## config.mk

```make
export PLATFORM = sky130hd
export DESIGN_NAME = dirty_rect_border_clear
export DESIGN_NICKNAME = d
export VERILOG_FILES = /design/src/design/drbc_pkg.sv /design/src/design/dirty_rect_border_clear.sv
export SDC_FILE = /design/constraint.sdc
export NUM_CORES = 2
export LEC_CHECK = 0
export BUFFER_PORTS_ARGS = -buffer_cell sky130_fd_sc_hd__buf_2
export CAP_MARGIN = 20
export CORE_MARGIN = 2
export CORE_UTILIZATION = 68
export CTS_CLUSTER_DIAMETER = 150
export DETAILED_ROUTE_END_ITERATION = 8
export GPL_TIMING_DRIVEN = 0
export MAX_ROUTING_LAYER = met4
export PLACE_DENSITY = 0.92
export SLEW_MARGIN = 20
export SYNTH_ARGS = -nofsm -noshare
export SYNTH_HDL_FRONTEND = slang
export SYNTH_SLANG_ARGS = --single-unit
```

## constraint.sdc

```tcl
create_clock -name clk_i -period 13.8 [get_ports clk_i]
set_input_delay 0.69 -clock clk_i [delete_from_list [all_inputs] [get_ports clk_i]]
set_output_delay 0.69 -clock clk_i [all_outputs]
set_load 0.01 [all_outputs]
```

## src/design/drbc_pkg.sv

```systemverilog
package drbc_pkg;

  localparam int unsigned CoordBits   = 16;
  localparam int unsigned HistFrames  = 2;
  localparam int unsigned OutBits     = 16;
  localparam int unsigned CfgBits     = 14;
  localparam int unsigned CfgIdxBits  = 3;

  typedef logic signed [CoordBits-1:0] coord_t;

  typedef struct packed {
    coord_t x1;
    coord_t y1;
    coord_t x2;
    coord_t y2;
  } box_t;

  typedef enum logic [1:0] {
    FuncAddPoint    = 2'd0,
    FuncWholeScreen = 2'd1,
    FuncEndFrame    = 2'd2
  } func_e;

  typedef enum logic [CfgIdxBits-1:0] {
    RegScreenWidth  = 3'd0,
    RegScreenHeight = 3'd1,
    RegViewLeft     = 3'd2,
    RegViewTop      = 3'd3,
    RegViewWidth    = 3'd4,
    RegViewHeight   = 3'd5,
    RegFullScreen   = 3'd6
  } cfg_reg_e;

endpackage

```

## src/design/dirty_rect_border_clear.sv

```systemverilog
// Dirty-rectangle tracker. Each add-point or whole-screen item is folded into the current
// frame's bounding box in the cycle it is accepted, so those items flow at one per clock.
// An end-frame item (only when full_screen is clear) merges the current box with the two
// previous frames' boxes, shifts the history and restarts the box; in the next cycle the
// border conditions are evaluated and then one border rectangle (above, below, left,
// right of the viewport, in that order) is produced per cycle while the output is not
// stalled, up to four, with last_rect marking the final one. While the conditions are
// evaluated and rectangles produced, a further end-frame item is held off by in_stall_o;
// other items are still taken, also while the consumer stalls the output register.
// Configuration writes are always taken (cfg_ready_o is tied high) and should be made only when idle.
module dirty_rect_border_clear (
  input  logic                                   clk_i,
  input  logic                                   rst_ni,
  input  logic                                   cfg_valid_i,
  output logic                                   cfg_ready_o,
  input  logic [drbc_pkg::CfgIdxBits-1:0]        cfg_index_i,
  input  logic [drbc_pkg::CfgBits-1:0]           cfg_data_i,
  input  logic                                   in_valid_i,
  output logic                                   in_stall_o,
  input  logic [1:0]                             func_i,
  input  logic signed [15:0]                     point_x_i,
  input  logic signed [15:0]                     point_y_i,
  output logic                                   out_valid_o,
  input  logic                                   out_stall_i,
  output logic signed [drbc_pkg::OutBits-1:0]    rect_x_o,
  output logic signed [drbc_pkg::OutBits-1:0]    rect_y_o,
  output logic signed [drbc_pkg::OutBits-1:0]    rect_w_o,
  output logic signed [drbc_pkg::OutBits-1:0]    rect_h_o,
  output logic                                   last_rect_o
);

  localparam int unsigned BitTop    = 0;
  localparam int unsigned BitBottom = 1;
  localparam int unsigned BitLeft   = 2;
  localparam int unsigned BitRight  = 3;

  localparam drbc_pkg::coord_t One       = drbc_pkg::coord_t'(1);
  localparam drbc_pkg::coord_t Zero      = drbc_pkg::coord_t'(0);
  localparam drbc_pkg::coord_t EmptyLow  = drbc_pkg::coord_t'(9999);
  localparam drbc_pkg::coord_t EmptyHigh = drbc_pkg::coord_t'(-9999);
  localparam drbc_pkg::box_t   EmptyBox  = '{EmptyLow, EmptyLow, EmptyHigh, EmptyHigh};

  logic [drbc_pkg::CfgBits-1:0] screen_width_q, screen_height_q;
  logic [drbc_pkg::CfgBits-1:0] view_left_q, view_top_q, view_width_q, view_height_q;
  logic                         full_screen_q;

  drbc_pkg::box_t cur_q, cur_d;
  drbc_pkg::box_t hist_q [drbc_pkg::HistFrames];
  drbc_pkg::box_t hist_d [drbc_pkg::HistFrames];
  drbc_pkg::box_t cun_q, cun_d, uni;
  drbc_pkg::box_t step_box;
  logic           pend_q, pend_d;
  logic [3:0]     mask_q, mask_d;
  logic [3:0]     sel;
  logic           busy, in_fire, step, end_fire;

  drbc_pkg::coord_t px, py, sx, sy;
  drbc_pkg::coord_t top, bottom, left, right, lim;
  drbc_pkg::coord_t rx, ry, rw, rh;

  logic                                out_valid_q;
  logic signed [drbc_pkg::OutBits-1:0] rect_x_q, rect_y_q, rect_w_q, rect_h_q;
  logic                                last_q;

  function automatic drbc_pkg::box_t widen(drbc_pkg::box_t b, drbc_pkg::coord_t x,
                                           drbc_pkg::coord_t y);
    drbc_pkg::box_t r;
    r = b;
    if (x < r.x1) r.x1 = x;
    if (x > r.x2) r.x2 = x;
    if (y < r.y1) r.y1 = y;
    if (y > r.y2) r.y2 = y;
    return r;
  endfunction

  function automatic drbc_pkg::box_t merge(drbc_pkg::box_t a, drbc_pkg::box_t b);
    drbc_pkg::box_t r;
    r = a;
    if (b.x1 < r.x1) r.x1 = b.x1;
    if (b.x2 > r.x2) r.x2 = b.x2;
    if (b.y1 < r.y1) r.y1 = b.y1;
    if (b.y2 > r.y2) r.y2 = b.y2;
    return r;
  endfunction

  assign cfg_ready_o = 1'b1;

  assign busy       = pend_q | (|mask_q);
  assign in_stall_o = busy & in_valid_i & (func_i == drbc_pkg::FuncEndFrame);
  assign in_fire    = in_valid_i & ~in_stall_o;
  assign end_fire   = in_fire & (func_i == drbc_pkg::FuncEndFrame) & ~full_screen_q;

  assign px = drbc_pkg::coord_t'(point_x_i);
  assign py = drbc_pkg::coord_t'(point_y_i);
  assign sx = drbc_pkg::coord_t'(screen_width_q) - One;
  assign sy = drbc_pkg::coord_t'(screen_height_q) - One;

  assign top    = drbc_pkg::coord_t'(view_top_q);
  assign bottom = top + drbc_pkg::coord_t'(view_height_q) - One;
  assign left   = drbc_pkg::coord_t'(view_left_q);
  assign right  = left + drbc_pkg::coord_t'(view_width_q) - One;

  // union of the current box and the history
  always_comb begin
    uni = cur_q;
    for (int i = 0; i < drbc_pkg::HistFrames; i++) begin
      uni = merge(uni, hist_q[i]);
    end
  end

  // box update and history shift
  always_comb begin
    cur_d  = cur_q;
    hist_d = hist_q;
    cun_d  = cun_q;
    if (in_fire) begin
      case (func_i)
        drbc_pkg::FuncAddPoint: begin
          cur_d = widen(cur_q, px, py);
        end
        drbc_pkg::FuncWholeScreen: begin
          cur_d = widen(widen(cur_q, Zero, Zero), sx, sy);
        end
        drbc_pkg::FuncEndFrame: begin
          if (!full_screen_q) begin
            for (int i = drbc_pkg::HistFrames - 1; i > 0; i--) begin
              hist_d[i] = hist_q[i-1];
            end
            hist_d[0] = cur_q;
            cur_d     = EmptyBox;
            cun_d     = uni;
          end
        end
        default: ;
      endcase
    end
  end

  // border rectangle for the lowest pending side
  always_comb begin
    sel      = mask_q & (~mask_q + 4'd1);
    step_box = cun_q;
    lim      = Zero;
    rx       = cun_q.x1;
    ry       = cun_q.y1;
    rw       = cun_q.x2 - cun_q.x1 + One;
    rh       = cun_q.y2 - cun_q.y1 + One;
    if (mask_q[BitTop]) begin
      lim = top - One;
      if (cun_q.y2 < lim) lim = cun_q.y2;
      rh          = lim - cun_q.y1 + One;
      step_box.y1 = top;
    end else if (mask_q[BitBottom]) begin
      lim = bottom + One;
      if (cun_q.y1 > lim) lim = cun_q.y1;
      ry          = lim;
      rh          = cun_q.y2 - lim + One;
      step_box.y2 = bottom;
    end else if (mask_q[BitLeft]) begin
      lim = left - One;
      if (cun_q.x2 < lim) lim = cun_q.x2;
      rw          = lim - cun_q.x1 + One;
      step_box.x1 = left;
    end else begin
      lim = right + One;
      if (cun_q.x1 > lim) lim = cun_q.x1;
      rx          = lim;
      rw          = cun_q.x2 - lim + One;
      step_box.x2 = right;
    end
  end

  assign step = (|mask_q) & (~out_valid_q | ~out_stall_i);

  always_comb begin
    pend_d = pend_q;
    mask_d = mask_q;
    if (pend_q) begin
      pend_d = 1'b0;
      mask_d = '0;
      if (cun_q.y2 > cun_q.y1) begin
        mask_d[BitTop]    = cun_q.y1 < top;
        mask_d[BitBottom] = cun_q.y2 > bottom;
        mask_d[BitLeft]   = cun_q.x1 < left;
        mask_d[BitRight]  = cun_q.x2 > right;
      end
    end else if (step) begin
      mask_d = mask_q & ~sel;
    end
    if (end_fire) begin
      pend_d = 1'b1;
    end
  end

  always_ff @(posedge clk_i or negedge rst_ni) begin
    if (!rst_ni) begin
      screen_width_q  <= drbc_pkg::CfgBits'(640);
      screen_height_q <= drbc_pkg::CfgBits'(480);
      view_left_q     <= '0;
      view_top_q      <= '0;
      view_width_q    <= drbc_pkg::CfgBits'(640);
      view_height_q   <= drbc_pkg::CfgBits'(480);
      full_screen_q   <= 1'b1;
    end else if (cfg_valid_i) begin
      unique case (cfg_index_i)
        drbc_pkg::RegScreenWidth:  screen_width_q  <= cfg_data_i;
        drbc_pkg::RegScreenHeight: screen_height_q <= cfg_data_i;
        drbc_pkg::RegViewLeft:     view_left_q     <= cfg_data_i;
        drbc_pkg::RegViewTop:      view_top_q      <= cfg_data_i;
        drbc_pkg::RegViewWidth:    view_width_q    <= cfg_data_i;
        drbc_pkg::RegViewHeight:   view_height_q   <= cfg_data_i;
        drbc_pkg::RegFullScreen:   full_screen_q   <= cfg_data_i[0];
        default: ;
      endcase
    end
  end

  always_ff @(posedge clk_i or negedge rst_ni) begin
    if (!rst_ni) begin
      cur_q       <= '0;
      for (int i = 0; i < drbc_pkg::HistFrames; i++) begin
        hist_q[i] <= '0;
      end
      pend_q      <= 1'b0;
      mask_q      <= '0;
      out_valid_q <= 1'b0;
    end else begin
      cur_q  <= cur_d;
      hist_q <= hist_d;
      pend_q <= pend_d;
      mask_q <= mask_d;
      if (step) begin
        out_valid_q <= 1'b1;
      end else if (!out_stall_i) begin
        out_valid_q <= 1'b0;
      end
    end
  end

  always_ff @(posedge clk_i) begin
    if (pend_q) begin
      cun_q <= cun_q;
    end else if (step) begin
      cun_q <= step_box;
    end else begin
      cun_q <= cun_d;
    end
    if (step) begin
      rect_x_q <= drbc_pkg::OutBits'(rx);
      rect_y_q <= drbc_pkg::OutBits'(ry);
      rect_w_q <= drbc_pkg::OutBits'(rw);
      rect_h_q <= drbc_pkg::OutBits'(rh);
      last_q   <= (mask_q & ~sel) == 4'd0;
    end
  end

  assign out_valid_o = out_valid_q;
  assign rect_x_o    = rect_x_q;
  assign rect_y_o    = rect_y_q;
  assign rect_w_o    = rect_w_q;
  assign rect_h_o    = rect_h_q;
  assign last_rect_o = last_q;

endmodule

```

# Word level (Yosys, flattened, before mapping)
# Cells that the tools add are included.
[classes]
addsub = 23
magnitude_cmp = 29
n_eq_ne = 21
muxes = 71
bitwise_logic = 17
n_reduce_logical = 24
[op_table]
columns = ["op", "n"]
rows = [
  ["$mux 16", 58],
  ["$mux 64", 5],
  ["$pmux 64 s3", 1],
  ["$gt 16x16->1", 11],
  ["$add 16x2->16 const B", 8],
  ["$lt 16x16->1", 6],
  ["$sub 16x16->16", 6],
  ["$lt 16x15->1", 4],
  ["$sub 14x1->15 const B", 4],
  ["$gt 1x16->1 const A", 2],
  ["$gt 15x16->1", 2],
  ["$lt 1x16->1 const A", 2],
  ["$lt 15x16->1", 2],
  ["$mux 32", 1],
  ["$sub 15x1->16 const B", 2],
  ["$add 14x14->15", 2],
  ["$ne 2x2->1 const B", 11],
  ["$reduce_and 4->1", 4],
  ["$reduce_and 2->1", 7],
  ["$reduce_and 7->1", 2],
  ["$mux 4", 3],
  ["$eq 3x3->1 const B", 3],
  ["$and 4x4->4", 2],
  ["$not 4->4", 2],
  ["19 further kinds", 35],
]
[word_totals]
ff_bits = 412
output_inout_bits = 68
wordCells = 216

# Longest topological paths before layout
[depth]
ltp_word = 13
ltp_mapped = 42
mapped_depth_nobuf = 41

# Least setup slack after synthesis
# OpenSTA, ideal clock, no wires.
[synth_path]
path_type = "reg2reg"
startpoint = "reg view_left_q[1] (netlist bit)"
endpoint = "reg rect_w_q, in the netlist rect_w_o[15], data pin"
t_arrival_ps = 7754
path_slack_ps = 5791
stages_incl_launch_ff = 38
path_buffers = 1
cell_sequence = "dfrtp_1 -> inv_1 -> ha_1 -> inv_1 -> ha_1 -> fa_1 -> a211oi_2 -> nor2_1 -> nor2_1 -> nand2_1 -> or4_4 -> xnor2_1 -> ha_1 -> and3_1 -> a221o_1 -> maj3_1 -> o2111ai_2 -> o211ai_2 -> [2 not listed] -> mux2_4 -> ha_1 -> inv_1 -> ha_1 -> inv_1 -> fa_1 -> nor2b_1 -> o21ai_0 -> a21boi_0 -> o21ai_0 -> a21boi_0 -> o21ai_0 -> nand2b_1 -> a311o_1 -> a2111oi_0 -> o31ai_1 -> o32ai_1 -> and3b_1"
[synth_between]
elab_chain_len = 13
elab_cells_between_ends = 21
classes_between = "add/sub: 8; order compare: 2; mux: 11"
[synth_rtl]
columns = ["element", "line", "text"]
rows = [
  ["start: declaration", "dirty_rect_border_clear.sv:44", "logic [drbc_pkg::CfgBits-1:0] view_left_q, view_top_q, view_width_q, view_height_q;"],
  ["start signal: assignment", "dirty_rect_border_clear.sv:208", "drbc_pkg::RegViewLeft: view_left_q <= cfg_data_i;"],
  ["$add 14x14->15", "dirty_rect_border_clear.sv:101", "assign right = left + drbc_pkg::coord_t'(view_width_q) - One;"],
  ["$sub 15x1->16", "dirty_rect_border_clear.sv:101", ""],
  ["$add 16x2->16", "dirty_rect_border_clear.sv:165", "lim = right + One;"],
  ["$gt 16x16->1", "dirty_rect_border_clear.sv:166", "if (cun_q.x1 > lim) lim = cun_q.x1;"],
  ["$mux 16", "dirty_rect_border_clear.sv:166", ""],
  ["$mux 16", "dirty_rect_border_clear.sv:159", "end else if (mask_q[BitLeft]) begin"],
  ["$mux 16", "dirty_rect_border_clear.sv:153", "end else if (mask_q[BitBottom]) begin"],
  ["$mux 16", "dirty_rect_border_clear.sv:148", "if (mask_q[BitTop]) begin"],
  ["$sub 16x16->16", "dirty_rect_border_clear.sv:168", "rw = cun_q.x2 - lim + One;"],
  ["$add 16x2->16", "dirty_rect_border_clear.sv:168", ""],
  ["$mux 16 *", "dirty_rect_border_clear.sv:159", ""],
  ["$mux 16 *", "dirty_rect_border_clear.sv:153", ""],
  ["$mux 16 *", "dirty_rect_border_clear.sv:148", ""],
  ["net rw[15]", "dirty_rect_border_clear.sv:59", "drbc_pkg::coord_t rx, ry, rw, rh;"],
  ["end signal: assignment", "dirty_rect_border_clear.sv:251", "rect_w_q <= drbc_pkg::OutBits'(rw);"],
  ["end: declaration", "dirty_rect_border_clear.sv:62", "logic signed [drbc_pkg::OutBits-1:0] rect_x_q, rect_y_q, rect_w_q, rect_h_q;"],
]
# Mark *: on every way through the listed nets, which the timed path passes. The rest lies on a longest branch. The select of a mux whose other input is x is not followed.
# A chain may end at the register's enable or synchronous reset.

# Final worst setup path
[layout_path]
startpoint = "reg view_top_q[2] (netlist bit)"
endpoint = "reg rect_h_q, in the netlist rect_h_o[15], data pin"
[layout_between]
elab_chain_len = 11
elab_cells_between_ends = 17
classes_between = "add/sub: 8; order compare: 2; mux: 7"
[layout_rtl]
columns = ["element", "line", "text"]
rows = [
  ["start: declaration", "dirty_rect_border_clear.sv:44", ""],
  ["start signal: assignment", "dirty_rect_border_clear.sv:209", "drbc_pkg::RegViewTop: view_top_q <= cfg_data_i;"],
  ["$add 14x14->15", "dirty_rect_border_clear.sv:99", "assign bottom = top + drbc_pkg::coord_t'(view_height_q) - One;"],
  ["$sub 15x1->16", "dirty_rect_border_clear.sv:99", ""],
  ["$add 16x2->16", "dirty_rect_border_clear.sv:154", "lim = bottom + One;"],
  ["$gt 16x16->1", "dirty_rect_border_clear.sv:155", "if (cun_q.y1 > lim) lim = cun_q.y1;"],
  ["$mux 16", "dirty_rect_border_clear.sv:155", ""],
  ["$mux 16", "dirty_rect_border_clear.sv:153", ""],
  ["$mux 16", "dirty_rect_border_clear.sv:148", ""],
  ["$sub 16x16->16", "dirty_rect_border_clear.sv:157", "rh = cun_q.y2 - lim + One;"],
  ["$add 16x2->16", "dirty_rect_border_clear.sv:157", ""],
  ["$mux 16", "dirty_rect_border_clear.sv:153", ""],
  ["$mux 16 *", "dirty_rect_border_clear.sv:148", ""],
  ["net rh[15]", "dirty_rect_border_clear.sv:59", ""],
  ["end signal: assignment", "dirty_rect_border_clear.sv:252", "rect_h_q <= drbc_pkg::OutBits'(rh);"],
  ["end: declaration", "dirty_rect_border_clear.sv:62", ""],
]
# Marks and branches as above.

==> impl_metrics.toml <==
[logic_synthesis]
ys_async_sr_fraction_pct = 68.7
synth_compound_area_share_pct = 17.2
synth_edf_count = 129
synth_top_family_by_area = "adder cells"
muxShareOfSynthArea_pct = 10.7
synthSimpleGateAreaFrac_pct = 12.1
ys_seq_area_share_pct = 29.5
ys_types = 95
synthFlopType = "dfrtp_1"
synth_cells = 3977
syn_area_per_cell_um2 = 9.36
ys_ff_latch = 412
ys_warn_count = 0
synthXorXnorAreaFrac_pct = 4.09
synth_area_mm2 = 0.0372
synth-adder-area-share_pct = 21.2

[drt]
ant_nets = 0
firstDrtPassIters = 6
wl_um = 117000
avgViaCountPerCell = 6.78
drt_iter0_drc = 3544
vias = 33197
wire_per_inst_um = 23.9
drcViolationCount = 0

[clock_network]
clk_path_buf_depth = 3
insertion_delay_ns = 0.62
root_buffer = "clkbuf_16"
cts_tree = "done"
cts-htree-levels = 2
cts_hold_buf = 0
cts_setup_buffers = 0
cts_buffers = 46
cts_resized = 0
path_clk_slew_ns = 0.06
cts_sinks = 412

[worst_hold_path]
min_path_type = "in2async"

[timing]
setup_violations = 0
slew_viol_final = 0
max_freq_mhz = 102
max_slew_margin_pct = 26.7
fin_skew_ns = 0.0208
hold_violations = 0
rsz0062_at_grt = "no"
min_period_ns = 9.76
finalCritPeriodShare_pct = 70.7
tns_ns = 0
worst_pin_slew_ns = 1.09
timing.final.ws_setup_ns = 4.04

[cells_and_area]
final_cell_mix = "ha_1 (603), inv_1 (386), nand2_1 (277), dfrtp_1 (270), mux2_2 (224)"
syn2layout_area_growth_pct = 9.14
final_util_pct = 75.2
nNetsFinal = 4829
final_common_cell = "ha_1"
final_layout_size_suffix_gt1_share_pct = 12.2

[critical_path]
crit_path_end_kind = "flip-flop"
crit_fanout = 10
rrSetupSlack_ns = 4.04
worstSetupPathType = "reg2reg"
cp.required_ns = 14.13
cp-start-kind = "flip-flop"
ff2ff_path_depth = 39
cp_slowest_stage_delay_ns = 0.89
crit_slowest_cell = "a2111oi_0"
crit_top_cell = "ha_1"
cp.arrival_ns = 10.10

[run]
drv_cap = 0

[grt]
globalRouteOverflowTotal = 0
grt_usage_pct = 42.2
grt_pass1_vias = 32617
grt_pass1_wl_um = 181000
antenna_found_initial = 6
grt_max_degree = 102

[placement]
portBuffers = 120
dp_worst_setup_slack_ns = 4.37
dp_hpwl_um = 89000
gp_congestion = 1.01

[die]
rows = 85
start_util_pct = 68.9
die_h_um = 238
dieWidth_um = 238
dieArea_mm2 = 0.0567
core_area_mm2 = 0.0540
ios = 124

[outcome]
outcome = "completed"
==> final cells by class <==
class	instances	area, µm²
diodes	6	15.0
plain buffers	134	537
clock buffers	59	1300
clock inverters	27	402
fillers	3683	13400
inverters	388	1460
multi-input cells	3045	24300
flip-flops and latches	412	11000
well taps	696	871
repair buffers	128	747
==> critical path, delay by kind of cell, from the launching register on <==
| kind | cells | cell delay (ns) |
|---|---|---|
| flip-flops | 1 | 0.41 |
| AND/OR/NAND/NOR | 7 | 1.02 |
| XOR/XNOR | 1 | 0.59 |
| buffers and inverters | 5 | 0.80 |
| AO/OA/AOI/OAI | 20 | 4.98 |
| adder cells (fa/ha/maj) | 6 | 1.67 |
==> sequential cells by signal, indices dropped and copies added, names as in the netlist, 16 cells and up <==
register	flops
rect_y_o	16
rect_w_o	16
rect_x_o	16
rect_h_o	16
hist_q	128
cun_q	64
cur_q	64
==> per-stage QoR <==
step                cells  hold slack (ns)  cell area [µm²]
global placement     4795            0.487            38700
global route         4894            0.145            40600
floorplan            3979            0.394            37200
finish               4895           0.0737            40600
CTS                  4888            0.104            40600
detailed placement   4802            0.495            38900
==> per-layer routing <==
| layer | global-route usage [%] | up-vias | routed length, µm |
|---|---|---|---|
| li1 | - | 14901 | - |
| met1 | 52.8 | 15717 | 45500 |
| met2 | 65.3 | 2031 | 52100 |
| met3 | 6.58 | 548 | 11300 |
| met4 | 24.7 | 0 | 8160 |
| met5 | - | - | 0 |
==> Yosys cell counts, drive strengths merged, types with 15 or more instances <==
| cell | n | area (µm²) |
|---|---|---|
| fa | 15 | 300 |
| xor2 | 53 | 487 |
| a21boi | 16 | 124 |
| buf | 19 | 100 |
| nor3 | 85 | 425 |
| o211ai | 28 | 220 |
| or3 | 27 | 169 |
| a31o | 16 | 140 |
| a21oi | 211 | 1060 |
| nor4 | 35 | 234 |
| nand3 | 46 | 230 |
| mux2i | 133 | 1330 |
| nand4 | 64 | 400 |
| nor2 | 180 | 676 |
| nand2b | 62 | 388 |
| nor2b | 46 | 288 |
| o22ai | 21 | 131 |
| o21ai | 238 | 1190 |
| edfxtp | 129 | 3870 |
| nand2 | 279 | 1050 |
| clkbuf | 115 | 433 |
| a211oi | 43 | 328 |
| xnor2 | 113 | 990 |
| ha | 603 | 7540 |
| o21bai | 16 | 120 |
| a21o | 102 | 766 |
| dfrtp | 270 | 6760 |
| inv | 386 | 1450 |
| mux2 | 234 | 2650 |
| a2111oi | 17 | 169 |
| o31ai | 45 | 338 |
| o21a | 80 | 601 |
| a31oi | 29 | 181 |
==> logic make-up after synthesis <==
logic type,Yosys count
other,1
adders and majority gates,622
buffers and inverters,522
DFF,412
muxes,367
AOI/OAI and AO/OA,975
xor gates and xnor gates,168
and+or+nand+nor,910
==> path summary, 6_finish.rpt <==
kind | startpoint | end
setup / recovery | view_top_q[2] | rect_h_o[15]
hold / removal | rst_ni | mask_q[0]
setup reg to reg | view_top_q[2] | rect_h_o[15]
hold reg to reg | view_height_q[2] | view_height_q[2]
max in group asynchronous | rst_ni | screen_width_q[7]
min in group clk_i | point_y_i[10] | cur_q[42]
Power is left out: the tool's default activity adds up to more than one toggle a clock period on the data nets, which glitch-free logic cannot reach.
